==> src/rtl/core/assert_macros.svh <==
// ---------------------------------------------------------------------------
// assert_macros.svh
// Shared assertion macros: clocked implication checks with synchronous
// active-low reset disable.
// ---------------------------------------------------------------------------
`ifndef ASSERT_MACROS_SVH
`define ASSERT_MACROS_SVH

// Same-cycle implication
`define DQ_ASSERT_IMP(label, clk, rst_n, ante, cons, msg) \
    label: assert property (@(posedge clk) disable iff (!rst_n) (ante) |-> (cons)) \
        else $error(msg);

// Next-cycle implication
`define DQ_ASSERT_NXT(label, clk, rst_n, ante, cons, msg) \
    label: assert property (@(posedge clk) disable iff (!rst_n) (ante) |=> (cons)) \
        else $error(msg);

`endif

==> src/rtl/core/dq_pkg.sv <==
// ---------------------------------------------------------------------------
// dq_pkg
// Types and codes shared by the double-ended queue controller and datapath.
// ---------------------------------------------------------------------------
package dq_pkg;

    // Operation codes carried on the input tuser
    typedef enum logic [2:0] {
        FN_PUSH_FRONT = 3'd0,
        FN_PUSH_REAR  = 3'd1,
        FN_POP_FRONT  = 3'd2,
        FN_POP_REAR   = 3'd3,
        FN_LIST_ALL   = 3'd4
    } t_func;

    // Result kinds carried on the output tuser
    typedef enum logic [2:0] {
        KD_POP   = 3'd0,
        KD_ELEM  = 3'd1,
        KD_EMPTY = 3'd2,
        KD_UNDER = 3'd3,
        KD_OVER  = 3'd4
    } t_kind;

    // Controller states
    typedef enum logic [1:0] {
        ST_IDLE,
        ST_POP,
        ST_LIST,
        ST_STAT
    } t_state;

    // Controller -> datapath commands
    typedef struct packed {
        logic  push_front;
        logic  push_rear;
        logic  pop_front;
        logic  pop_rear;
        logic  list_start;
        logic  list_next;
        logic  load_out;
        logic  out_from_mem;
        logic  out_last;
        t_kind out_kind;
    } t_dq_cmd;

    // Datapath -> controller status
    typedef struct packed {
        logic empty;
        logic full;
        logic list_last;
        logic out_free;
    } t_dq_stat;

endpackage

==> src/rtl/core/dq_dpath.sv <==
// ---------------------------------------------------------------------------
// dq_dpath
// Ring-buffer storage, head/count pointers, listing cursor and the output
// register of the double-ended queue.
// ---------------------------------------------------------------------------
`include "assert_macros.svh"

module dq_dpath #(
    parameter int DEPTH = 32
) (
    input  logic            i_clk,
    input  logic            i_rst_n,
    input  dq_pkg::t_dq_cmd i_cmd,
    output dq_pkg::t_dq_stat o_stat,
    input  logic [31:0]     i_item_value,
    input  logic            i_out_ready,
    output logic            o_out_valid,
    output logic [2:0]      o_out_kind,
    output logic [31:0]     o_out_value,
    output logic            o_out_last
);

    localparam int AW = (DEPTH > 1) ? $clog2(DEPTH) : 1;
    localparam int CW = $clog2(DEPTH + 1);
    localparam int SW = AW + 1;

    // Ring position helpers
    function automatic logic [AW-1:0] ptr_inc(input logic [AW-1:0] p);
        return (p == AW'(DEPTH - 1)) ? '0 : p + AW'(1);
    endfunction

    function automatic logic [AW-1:0] ptr_dec(input logic [AW-1:0] p);
        return (p == '0) ? AW'(DEPTH - 1) : p - AW'(1);
    endfunction

    // base + off, with off below DEPTH, folded back into the ring
    function automatic logic [AW-1:0] ptr_add(input logic [AW-1:0] base,
                                              input logic [CW-1:0] off);
        logic [SW-1:0] sum;
        sum = {1'b0, base} + SW'(off);
        if (sum >= SW'(DEPTH)) begin
            sum = sum - SW'(DEPTH);
        end
        return sum[AW-1:0];
    endfunction

    logic [31:0]   r_mem [DEPTH];
    logic [31:0]   r_rd_data;
    logic [AW-1:0] r_head, n_head;
    logic [CW-1:0] r_count, n_count;
    logic [AW-1:0] r_lptr, n_lptr;
    logic [AW-1:0] r_idx, n_idx;
    logic          rd_en, wr_en;
    logic [AW-1:0] rd_addr, wr_addr;

    logic          r_out_valid;
    logic [2:0]    r_out_kind;
    logic [31:0]   r_out_value;
    logic          r_out_last;

    // Pointer update and memory port control
    always_comb begin
        n_head  = r_head;
        n_count = r_count;
        n_lptr  = r_lptr;
        n_idx   = r_idx;
        rd_en   = 1'b0;
        rd_addr = r_head;
        wr_en   = 1'b0;
        wr_addr = r_head;
        if (i_cmd.push_front) begin
            wr_en   = 1'b1;
            wr_addr = ptr_dec(r_head);
            n_head  = ptr_dec(r_head);
            n_count = r_count + CW'(1);
        end
        if (i_cmd.push_rear) begin
            wr_en   = 1'b1;
            wr_addr = ptr_add(r_head, r_count);
            n_count = r_count + CW'(1);
        end
        if (i_cmd.pop_front) begin
            rd_en   = 1'b1;
            rd_addr = r_head;
            n_head  = ptr_inc(r_head);
            n_count = r_count - CW'(1);
        end
        if (i_cmd.pop_rear) begin
            rd_en   = 1'b1;
            rd_addr = ptr_add(r_head, r_count - CW'(1));
            n_count = r_count - CW'(1);
        end
        if (i_cmd.list_start) begin
            rd_en   = 1'b1;
            rd_addr = r_head;
            n_lptr  = ptr_inc(r_head);
            n_idx   = '0;
        end
        if (i_cmd.list_next) begin
            rd_en   = 1'b1;
            rd_addr = r_lptr;
            n_lptr  = ptr_inc(r_lptr);
            n_idx   = r_idx + AW'(1);
        end
    end

    // Pointer registers
    always_ff @(posedge i_clk) begin
        if (!i_rst_n) begin
            r_head  <= '0;
            r_count <= '0;
            r_lptr  <= '0;
            r_idx   <= '0;
        end else begin
            r_head  <= n_head;
            r_count <= n_count;
            r_lptr  <= n_lptr;
            r_idx   <= n_idx;
        end
    end

    // Entry storage, one write and one registered read port
    always_ff @(posedge i_clk) begin
        if (wr_en) begin
            r_mem[wr_addr] <= i_item_value;
        end
        if (rd_en) begin
            r_rd_data <= r_mem[rd_addr];
        end
    end

    // Output register valid
    always_ff @(posedge i_clk) begin
        if (!i_rst_n) begin
            r_out_valid <= 1'b0;
        end else if (i_cmd.load_out) begin
            r_out_valid <= 1'b1;
        end else if (i_out_ready) begin
            r_out_valid <= 1'b0;
        end
    end

    // Output register payload
    always_ff @(posedge i_clk) begin
        if (i_cmd.load_out) begin
            r_out_kind  <= i_cmd.out_kind;
            r_out_value <= i_cmd.out_from_mem ? r_rd_data : 32'd0;
            r_out_last  <= i_cmd.out_last;
        end
    end

    assign o_stat.empty     = (r_count == '0);
    assign o_stat.full      = (r_count == CW'(DEPTH));
    assign o_stat.list_last = ((CW'(r_idx) + CW'(1)) == r_count);
    assign o_stat.out_free  = !r_out_valid || i_out_ready;

    assign o_out_valid = r_out_valid;
    assign o_out_kind  = r_out_kind;
    assign o_out_value = r_out_value;
    assign o_out_last  = r_out_last;

    // Checks
    `DQ_ASSERT_IMP(a_count_range, i_clk, i_rst_n, 1'b1, r_count <= CW'(DEPTH), "fill count beyond depth")
    `DQ_ASSERT_IMP(a_no_push_full, i_clk, i_rst_n, i_cmd.push_front || i_cmd.push_rear, !o_stat.full, "push into full queue")
    `DQ_ASSERT_IMP(a_load_when_free, i_clk, i_rst_n, i_cmd.load_out, o_stat.out_free, "output register overwritten")
    `DQ_ASSERT_NXT(a_pop_shrinks, i_clk, i_rst_n, (i_cmd.pop_front || i_cmd.pop_rear) && !o_stat.empty, r_count + CW'(1) == $past(r_count), "pop did not shrink queue")

endmodule

==> src/rtl/core/dq_ctrl.sv <==
// ---------------------------------------------------------------------------
// dq_ctrl
// Operation sequencer: decodes each input transfer and steps the datapath
// through push, pop, listing and status results.
// ---------------------------------------------------------------------------
module dq_ctrl (
    input  logic             i_clk,
    input  logic             i_rst_n,
    input  logic             i_in_valid,
    output logic             o_in_ready,
    input  logic [2:0]       i_func,
    input  dq_pkg::t_dq_stat i_stat,
    output dq_pkg::t_dq_cmd  o_cmd
);

    dq_pkg::t_state r_state, n_state;
    dq_pkg::t_kind  r_kind, n_kind;
    dq_pkg::t_func  func;
    logic           accept;

    assign func   = dq_pkg::t_func'(i_func);
    assign accept = i_in_valid && o_in_ready;

    // State register
    always_ff @(posedge i_clk) begin
        if (!i_rst_n) begin
            r_state <= dq_pkg::ST_IDLE;
            r_kind  <= dq_pkg::KD_UNDER;
        end else begin
            r_state <= n_state;
            r_kind  <= n_kind;
        end
    end

    // Next state and commands
    always_comb begin
        n_state    = r_state;
        n_kind     = r_kind;
        o_in_ready = 1'b0;
        o_cmd      = '0;
        case (r_state)
            dq_pkg::ST_IDLE: begin
                o_in_ready = 1'b1;
                if (accept) begin
                    case (func)
                        dq_pkg::FN_PUSH_FRONT, dq_pkg::FN_PUSH_REAR: begin
                            if (i_stat.full) begin
                                n_kind  = dq_pkg::KD_OVER;
                                n_state = dq_pkg::ST_STAT;
                            end else begin
                                o_cmd.push_front = (func == dq_pkg::FN_PUSH_FRONT);
                                o_cmd.push_rear  = (func == dq_pkg::FN_PUSH_REAR);
                            end
                        end
                        dq_pkg::FN_POP_FRONT, dq_pkg::FN_POP_REAR: begin
                            if (i_stat.empty) begin
                                n_kind  = dq_pkg::KD_UNDER;
                                n_state = dq_pkg::ST_STAT;
                            end else begin
                                o_cmd.pop_front = (func == dq_pkg::FN_POP_FRONT);
                                o_cmd.pop_rear  = (func == dq_pkg::FN_POP_REAR);
                                n_state         = dq_pkg::ST_POP;
                            end
                        end
                        dq_pkg::FN_LIST_ALL: begin
                            if (i_stat.empty) begin
                                n_kind  = dq_pkg::KD_EMPTY;
                                n_state = dq_pkg::ST_STAT;
                            end else begin
                                o_cmd.list_start = 1'b1;
                                n_state          = dq_pkg::ST_LIST;
                            end
                        end
                        default: begin
                            // unused codes: dropped
                        end
                    endcase
                end
            end
            dq_pkg::ST_POP: begin
                if (i_stat.out_free) begin
                    o_cmd.load_out     = 1'b1;
                    o_cmd.out_from_mem = 1'b1;
                    o_cmd.out_last     = 1'b1;
                    o_cmd.out_kind     = dq_pkg::KD_POP;
                    n_state            = dq_pkg::ST_IDLE;
                end
            end
            dq_pkg::ST_LIST: begin
                if (i_stat.out_free) begin
                    o_cmd.load_out     = 1'b1;
                    o_cmd.out_from_mem = 1'b1;
                    o_cmd.out_last     = i_stat.list_last;
                    o_cmd.out_kind     = dq_pkg::KD_ELEM;
                    if (i_stat.list_last) begin
                        n_state = dq_pkg::ST_IDLE;
                    end else begin
                        o_cmd.list_next = 1'b1;
                    end
                end
            end
            dq_pkg::ST_STAT: begin
                if (i_stat.out_free) begin
                    o_cmd.load_out = 1'b1;
                    o_cmd.out_last = 1'b1;
                    o_cmd.out_kind = r_kind;
                    n_state        = dq_pkg::ST_IDLE;
                end
            end
            default: begin
                n_state = dq_pkg::ST_IDLE;
            end
        endcase
    end

endmodule

==> src/rtl/core/double_ended_queue_top.sv <==
// ---------------------------------------------------------------------------
// Channel  Dir  tdata                 tuser                tlast
// s_axis   in   [31:0] item_value     [2:0] func           -
// m_axis   out  [31:0] result_value   [2:0] result_kind    last_of_run
//
// Push: no result. Pop: the registered memory read, then the output load.
// Overflow, underflow, empty listing: decode, then status load.
// Listing: one element per cycle via the read port while the output frees.
// A waiting result stays in the output register and the next item is taken;
// a later pop, listing or status result stalls until that register frees.
// Synchronous active-low reset empties the queue; stored words are not cleared.
// ---------------------------------------------------------------------------
// double_ended_queue_top
// Bounded double-ended queue of 32-bit words held in a ring buffer.
// ---------------------------------------------------------------------------
module double_ended_queue_top #(
    parameter int DEPTH = 32
) (
    input  logic        i_clk,
    input  logic        i_rst_n,
    input  logic        s_axis_tvalid,
    output logic        s_axis_tready,
    input  logic [31:0] s_axis_tdata,   // [31:0] item_value
    input  logic [2:0]  s_axis_tuser,   // [2:0] func
    output logic        m_axis_tvalid,
    input  logic        m_axis_tready,
    output logic [31:0] m_axis_tdata,   // [31:0] result_value
    output logic [2:0]  m_axis_tuser,   // [2:0] result_kind
    output logic        m_axis_tlast
);

    dq_pkg::t_dq_cmd  cmd;
    dq_pkg::t_dq_stat stat;

    // Sequencer
    dq_ctrl u_ctrl (
        .i_clk      (i_clk),
        .i_rst_n    (i_rst_n),
        .i_in_valid (s_axis_tvalid),
        .o_in_ready (s_axis_tready),
        .i_func     (s_axis_tuser),
        .i_stat     (stat),
        .o_cmd      (cmd)
    );

    // Storage and output register
    dq_dpath #(
        .DEPTH (DEPTH)
    ) u_dpath (
        .i_clk        (i_clk),
        .i_rst_n      (i_rst_n),
        .i_cmd        (cmd),
        .o_stat       (stat),
        .i_item_value (s_axis_tdata),
        .i_out_ready  (m_axis_tready),
        .o_out_valid  (m_axis_tvalid),
        .o_out_kind   (m_axis_tuser),
        .o_out_value  (m_axis_tdata),
        .o_out_last   (m_axis_tlast)
    );

endmodule

==> config.mk <==
export PLATFORM = sky130hd
export DESIGN_NAME = double_ended_queue_top
export DESIGN_NICKNAME = d
export VERILOG_FILES = /design/src/rtl/core/dq_pkg.sv /design/src/rtl/core/dq_dpath.sv /design/src/rtl/core/dq_ctrl.sv /design/src/rtl/core/double_ended_queue_top.sv
export VERILOG_INCLUDE_DIRS = /design/src /design/src/rtl/core
export SDC_FILE = /design/constraint.sdc
export NUM_CORES = 1
export LEC_CHECK = 0
export BUFFER_PORTS_ARGS = -buffer_cell sky130_fd_sc_hd__buf_2
export CAP_MARGIN = 30
export CORE_AREA = 2 2 273 342
export CTS_CLUSTER_SIZE = 14
export DETAILED_ROUTE_END_ITERATION = 16
export DIE_AREA = 0 0 275 344
export PLACE_DENSITY_LB_ADDON = 0.05
export RECOVER_POWER = 50
export SLEW_MARGIN = 10
export SYNTH_ARGS = -nofsm -noshare
export SYNTH_HDL_FRONTEND = slang
export SYNTH_SLANG_ARGS = --single-unit
==> constraint.sdc <==
create_clock -name i_clk -period 7.5 [get_ports i_clk]
set_input_delay 2.25 -clock i_clk [delete_from_list [all_inputs] [get_ports i_clk]]
set_output_delay 2.25 -clock i_clk [all_outputs]
set_load 0.1 [all_outputs]
==> results of run 1 <==
cells in the mapped netlist, drive strengths merged, types with 10 or more instances:
cell	n	area share, %
inv	14	0.12
dfxtp	27	1.2
nand2	634	5.3
a211oi	246	4.1
o21ai	93	1.0
edfxtp	1092	72
buf	68	0.85
nor2	22	0.18
nor3	42	0.46
a311oi	120	2.3
and2	43	0.59
nand3	99	1.1
ha	22	0.61
and3	225	3.1
clkbuf	181	1.5
xnor2	17	0.33
a21oi	24	0.27
a31oi	131	1.8
a21boi	10	0.17
mux2i	13	0.29
o211ai	32	0.57
layer usage:
metal / vias up / wire, um / global-route usage (%)
met3: 242 / 9770 / 3.996
met5: - / 0 / 0
li1: 12670 / - / -
met4: 0 / 5019 / 10.53
met2: 1215 / 67430 / 48.61
met1: 14790 / 55250 / 38.95
worst reg2reg max path, delay by kind of cell (launching register included):
kind	cells	cell delay (ns)
compound gates	4	1.03
simple gates	2	0.89
fa+ha+maj	2	0.77
buf+inv	3	0.68
mux	1	0.66
flops	1	0.57
xor+xnor	2	0.32
registers in the layout, summed over array words and instances (netlist names):
signal and flops:
u_dpath.r_idx 5, u_dpath.o_out_value 32, u_dpath.r_count 6, u_dpath.o_out_kind 3, u_dpath.o_out_valid 1, u_dpath.r_rd_data 32
u_dpath.r_head 5, u_ctrl.r_kind 3, u_dpath.r_mem 1024, u_dpath.r_lptr 5, u_ctrl.r_state 2, u_dpath.o_out_last 1
cells in the final DEF (no fill, tap or decap), types with 65 or more instances in the layout:
| master | instances |
|---|---|
| a311oi_1 | 120 |
| a211oi_1 | 245 |
| clkbuf_1 | 65 |
| edfxtp_1 | 1092 |
| buf_4 | 83 |
| nand2_1 | 633 |
| nand3_1 | 98 |
| clkbuf_16 | 112 |
| and3_1 | 225 |
| a31oi_1 | 131 |
power by group:
part	total [mW]	switching [mW]	internal, mW
clock network	5.41	2.34	3.07
registers	7.21	0.110	7.10
logic	4.23	3.03	1.20
worst min path at each step:
stage	start	to	slack, ns	cells past startpoint
detailed placement	u_ctrl.r_kind[0]	u_ctrl.r_kind[0]	0.46	2
CTS	u_ctrl.r_kind[0]	u_ctrl.r_kind[0]	0.48	2
global route	u_ctrl.r_kind[0]	u_ctrl.r_kind[0]	0.52	2
finish	u_ctrl.r_kind[0]	u_ctrl.r_kind[0]	0.48	2
floorplan	u_ctrl.r_kind[0]	u_ctrl.r_kind[0]	0.45	2
global placement	u_ctrl.r_kind[0]	u_ctrl.r_kind[0]	0.46	2
cell families (layout without fill, tap and decap cells):
family	count (synthesis)	in the layout
buffers and inverters	263	407
and+or+nand+nor	1096	1096
other	0	1
muxes	17	17
DFF	1119	1119
AOI/OAI and AO/OA	700	700
xor gates and xnor gates	26	26
adders and majority gates	24	24
cell type report:
class                   count  area share, %
flip-flops and latches   1119          65.32
multi-input cells        1863          21.79
clock buffers             138          5.683
repair buffers            191          3.048
well taps                1197          2.935
clock inverters            64          1.123
inverters                  14         0.1030
diodes                      1       0.004904
==> results by group, run 1 <==
Critical path
  – Buf/Inv on CP: 2
  – Crit path DAT: 6.22 ns
  – Reg-to-Reg Start: u_dpath.r_count[0]
  – Slowest stage delay, CP: 0.64 ns
  – R2R Path End: u_dpath.r_rd_data[3]
  – Ordered list of cells on the worst path: clkbuf_1 > and3_1 > o211ai_4 > mux2i_1 > o211ai_4 > buf_12 > and3_1 > a211oi_1 > a31oi_1 > a211oi_1 > a311oi_1
  – Crit path from: s_axis_tuser[0]
  – Top delay family on crit path: compound AO/OA/AOI/OAI gates
  – FF-to-FF path depth: 14
  – Crit path max-delay cell type: and3_1
  – Critical path type: primary input to flip-flop
  – CP Capture Point: u_dpath.r_rd_data[13]
  – Worst R2R Setup Slack: between 2 and 2.5 ns
  – Crit path depth: 11
  – Crit-path max FO: 207
  – Startpoint types: primary input
  – CP Data Required Time: just under 8 ns
  – Worst setup EP type: flip-flop

CTS
  – Setup bufs post-CTS: 0
  – Clock slew seen by the registers of the worst setup and hold paths: 0.06 ns
  – TritonCTS buffer count: about 110
  – Cts repair resizes: 0
  – Clk_lat worst skew: 0.70 ns
  – TritonCTS clock tree: done
  – Root Buffer: clkbuf_16
  – Htree depth: 3
  – CTS Hold Bufs: 0
  – Clk sinks: between 1,000 and 1,500
  – Clock Tree Buf Depth: 3

Finish
  – Final Cell Area: 51,030 um^2
  – Multi-input gate area: between 10,000 and 15,000 um^2
  – Post-layout util: between 50 and 60%
  – Layout cells sized above 1: 10.62%
  – Reg area: 33,330 um^2
  – Area Growth Syn to Fin: 12.77%
  – Final #Nets: 3,361
  – Filler cell count: 7,318
  – Fin cells: approximately 4,600

Timing
  – Setup violators final: 0
  – Final setup margin: between 1.5 and 2 ns
  – Fin crit share: 77.82%
  – Hold violation count in the final report: 0
  – Maximum achievable frequency: 0.1713 GHz
  – Worst Skew: 0.02361 ns
  – Slew @ Worst Pin: 2.844 ns
  – Slew margin rel.: -89.60%
  – Hold Worst Slack: 0.4811 ns
  – Final min period: 5.837 ns
  – Max Slew Vio Count: 231
  – RSZ-0062 raised after global routing: no
  – Setup TNS: 0 ns

Yosys
  – EDFF count, synth: approximately 1,100
  – Post-Synthesis Cells: 3,245
  – Share of the yosys chip area belonging to registers: 73.66%
  – Post-synthesis simple-gate area fraction: 11.19%
  – Largest family of logic cells by synthesized area: simple AND/OR/NAND/NOR gates
  – Mux share of post-synthesis cell area: 0.3871%
  – XOR/XNOR Fraction of Synth Area: 0.5032%
  – Syn avg cell area: 13.95 um^2
  – Compound-Gate Fraction of Synth Area: 11.10%
  – Synth Area in Adders: less than 1%
  – Synthesized Nets: 3,308
  – Seq cells post-synth: 1,119
  – Synthesized cell area: 45,250 um^2
  – Ys flop type: edfxtp_1
  – Synth warnings: 0
  – Post-synth cell types: 61
  – Async SR Flop Fraction: 0%

Run
  – Maxcap violations: 4

Detailed routing
  – Post-detailed-routing wire length: around 140,000 um
  – # DRC: 0
  – Iteration count of the initial detailed-routing pass: 6
  – WL/cell: around 30 um
  – Vias: 28,920
  – Iteration-0 DRC Markers: 2,969
  – Vias per Instance: 6.304
  – ANT nets after route: 0

Power and ir drop
  – LEAKAGE: 17.04 nW
  – Power after layout: 16.85 mW
  – Pwr Density: about 330 nW/um^2
  – VDD IR max: 0.0003079 V

Place
  – Worst slack, placed: between 1 and 1.5 ns
  – Final RePlAce weighted congestion: 0.8332
  – DP HPWL: between 70,000 and 80,000 um
  – Post-placement cell count: between 4,000 and 5,000
  – Port buffer count: 76
  – Post-Place Cell Area: 47,610 um^2

Global routing
  – Number of global-route vias before repair: around 28,000
  – GRT Util Overall: 29.04%
  – Global-route wire length before repair: 196,800 um
  – Gr ovfl total: 0
  – Initial antenna violation count: 9
  – Largest net degree at the start of global routing: 208

Die
  – FP Rows: 124
  – Die H: ~340 um
  – Top-Level Pins: 77
  – Die width: 275 um
  – DIE AREA: between 90,000 and 100,000 um^2
  – Core area: 91,230 um^2
  – Starting density of the core: 49.61%

Hold path
  – Min-delay worst type: flip-flop to flip-flop

Outcome
  – Failing checks: capacitance limit, slew limit
  – Outcome: finished, violations left
Note: power is estimated with default switching activity, not from simulation.
==> inputs of run 2 (changes only) <==
Clock period 7.5 ns to 5.4 ns, I/O delays scaled along.
==> run 2 against run 1 <==
Effect of this change: the flow still finishes with violations (capacitance limit, slew limit); clock-buffer cell count down 5; sequential power rose by 39%; first-iteration DRC count is 0.54% higher; via count rose by 0.71%; global-route usage decreased by 0.65 points; clock skew increased by 0.012 ns; sequential cell count is the same; setup slack worse by 0.82 ns; cell count grew 0.46%; sequential share of layout area down 0.29 points; core utilization increased by 0.25 points; non-clock buffer count is 23 higher; highest routed layer is now met5.
==> results by group, run 2 (synthesis gave the netlist of run 1 again) <==
CTS
  – Cts repair resizes: 0 (unchanged)
  – Clock Tree Buf Depth: 3 (unchanged)
  – Setup bufs post-CTS: 0 (unchanged)
  – Clk_lat worst skew: 0.70 ns (about the same)
  – Htree depth: 3 (unchanged)
  – CTS Hold Bufs: 0 (unchanged)
  – Root Buffer: clkbuf_16
  – Clk sinks: 1,119 (unchanged)
  – Clock slew seen by the registers of the worst setup and hold paths: 0.06 ns (about the same)
  – TritonCTS clock tree: done
  – TritonCTS buffer count: 109 (unchanged)

Finish
  – Final #Nets: 3,384 (+0.68%)
  – Biggest register: u_dpath.r_mem
  – Post-layout util: 56.19% (+0.25 points)
  – Commonest non-fill, non-tap cells in the layout: edfxtp_1, nand2_1, a211oi_1, and3_1, a31oi_1
  – Area Growth Syn to Fin: 13.27%
  – Commonest non-fill, non-tap cell in the layout: edfxtp_1
  – Fin cells: 4,608 (+0.46%)
  – Max reg flops: 1,024 (unchanged)
  – Layout cells sized above 1: 10.88% (+0.26 points)
  – Multi-input gate area: 11,120 um^2 (about the same)
  – Filler cell count: 7,335 (+0.23%)
  – Reg area: 33,330 um^2 (unchanged)

Place
  – Worst slack, placed: 0.3686 ns (-1.035 ns)
  – Port buffer count: 76 (unchanged)
  – Final RePlAce weighted congestion: 0.8331 (about the same)
  – DP HPWL: 74,090 um (+3.2%)
  – Post-placement cell count: 4,407 (+0.52%)

Die
  – Die width: 275 um (unchanged)
  – Top-Level Pins: 77 (unchanged)
  – Starting density of the core: 49.61% (unchanged)
  – FP Rows: 124 (unchanged)
  – Core area: 91,230 um^2 (unchanged)
  – DIE AREA: 94,600 um^2 (unchanged)
  – Die H: 344 um (unchanged)

Global routing
  – Largest net degree at the start of global routing: 100 (-52%)
  – Gr ovfl total: 0 (unchanged)
  – Global-route wire length before repair: 194,000 um (-1.4%)
  – Number of global-route vias before repair: 28,330 (+1.3%)
  – GRT Util Overall: 28.39% (-0.65 points)
  – Initial antenna violation count: 8 (-1)

Timing
  – Worst Skew: 0.03535 ns (+0.01174 ns)
  – Fin crit share: approximately 84%
  – Slew margin rel.: -114.0% (-24 points)
  – RSZ-0062 raised after global routing: no
  – Hold violation count in the final report: 0 (unchanged)
  – Setup TNS: 0 ns (unchanged)
  – Max Slew Vio Count: 88 (-62%)
  – Maximum achievable frequency: 0.2194 GHz
  – Slew @ Worst Pin: 3.210 ns (+0.3658 ns)
  – Final setup margin: 0.8411 ns (-0.8224 ns)
  – Setup violators final: 0 (unchanged)
  – Final min period: 4.559 ns

Power and ir drop
  – Sw frac: 32.55% (about the same)
  – Int Power: 15.70 mW (+38%)
  – LEAKAGE: 17.12 nW (+0.47%)
  – Pwr Density: 454.0 nW/um^2 (+38%)
  – Power after layout: 23.27 mW (+38%)
  – Switching power: 7.576 mW (+38%)
  – Comb pwr share: 25.8% (+0.7 points)
  – Seq pwr share: 43.0% (+0.2 points)
  – VDD IR max: 0.0004429 V (+44%)
  – Clock power frac: 31.2% (-0.9 points)

Critical path
  – Worst R2R Setup Slack: 0.84 ns (-1.48 ns)
  – Critical path type: flip-flop to flip-flop
  – Crit-path max FO: 43 (-79%)
  – R2R Path End: u_dpath.r_rd_data[24]
  – Crit path DAT: 4.97 ns (-1.25 ns)
  – CP Data Required Time: 5.81 ns (-2.07 ns)
  – Crit path max-delay cell type: dfxtp_1
  – Worst setup EP type: flip-flop
  – FF-to-FF path depth: 10 (-4)
  – Startpoint types: flip-flop
  – Slowest stage delay, CP: 0.66 ns (+0.02 ns)
  – Reg-to-Reg Start: u_dpath.r_count[3]
  – Crit path top cell by count: a211oi_1
  – Ordered list of cells on the worst path: xor2_1 > xnor2_1 > nor4b_2 > a21o_1 > mux2i_4 > buf_4 > a211oi_1 > a31oi_1 > a211oi_1 > a311oi_1

Outcome
  – Failing checks: capacitance limit, slew limit
  – Outcome: finished, violations left

Detailed routing
  – Iteration-0 DRC Markers: 2,985 (+0.54%)
  – Vias per Instance: 6.319 (+0.25%)
  – Vias: 29,120 (+0.71%)
  – WL/cell: 29.19 um (-2.6%)
  – ANT nets after route: 0 (unchanged)
  – Post-detailed-routing wire length: 134,500 um (-2.2%)
  – # DRC: 0 (unchanged)
  – Iteration count of the initial detailed-routing pass: 6 (unchanged)

Hold path
  – Hold path start: u_ctrl.r_kind[0]
  – Worst Hold Depth: 2 (unchanged)
  – WHS Endpoint: u_ctrl.r_kind[0]
  – Min-delay worst type: flip-flop to flip-flop

Run
  – Maxcap violations: 3 (-1)
[run 2: power by group through the flow]
stage                     registers [mW]  clock network (mW)  logic (mW)
final                               10.0                7.26        6.00
after CTS                           10.0                7.36        6.03
after global placement              10.2                   0        5.90
after global routing                10.0                7.68        6.44
after floorplan                     10.5                   0        3.43
after detailed placement            10.2                   0        6.01
[run 2: final cells by class]
class | count | share of cell area (%)
Tap cell | 1197 | 2.922
Sequential cell | 1119 | 65.03
Clock buffer | 133 | 5.580
Inverter | 14 | 0.1025
Clock inverter | 66 | 1.001
Antenna cell | 2 | 0.009764
Timing Repair Buffer | 214 | 3.662
Multi-Input combinational cell | 1863 | 21.69
[run 2: worst max-delay path by stage]
stage                             to  cells past startpoint                from  slack [ns]
6_report       u_dpath.r_rd_data[24]                     10  u_dpath.r_count[3]        0.84
5_1_grt        u_dpath.r_rd_data[19]                     12    u_dpath.r_idx[0]        0.63
4_1_cts        u_dpath.r_rd_data[24]                     10  u_dpath.r_count[3]        0.80
3_5_place_dp   u_dpath.r_rd_data[24]                     12     s_axis_tuser[1]        0.37
3_3_place_gp   u_dpath.r_rd_data[24]                     12     s_axis_tuser[0]        0.48
2_1_floorplan   u_dpath.r_mem[12][0]                      8     s_axis_tuser[1]       -0.28
[run 2: per-layer routing]
layer | GRT usage [%] | wire length (um) | vias to the layer above
met5 | 0 | 25 | -
met4 | 8.390 | 3941 | 4
met3 | 3.801 | 9730 | 244
met2 | 48.62 | 67490 | 1255
met1 | 37.97 | 53310 | 14910
li1 | - | - | 12710
[run 2: worst max-delay path: cells and delay by family, from the launching register on]
| family | cells | cell delay (ns) |
|---|---|---|
| flops | 1 | 0.66 |
| buf+inv | 1 | 0.47 |
| xor+xnor | 2 | 0.34 |
| simple gates | 1 | 0.61 |
| mux | 1 | 0.39 |
| compound gates | 5 | 1.78 |
[run 2: metrics by stage]
stage	cell area, um^2	hold slack [ns]
global placement	47930	0.4639
CTS	51340	0.4833
floorplan	45260	0.4454
global route	51250	0.5246
finish	51260	0.4883
detailed placement	47970	0.4668
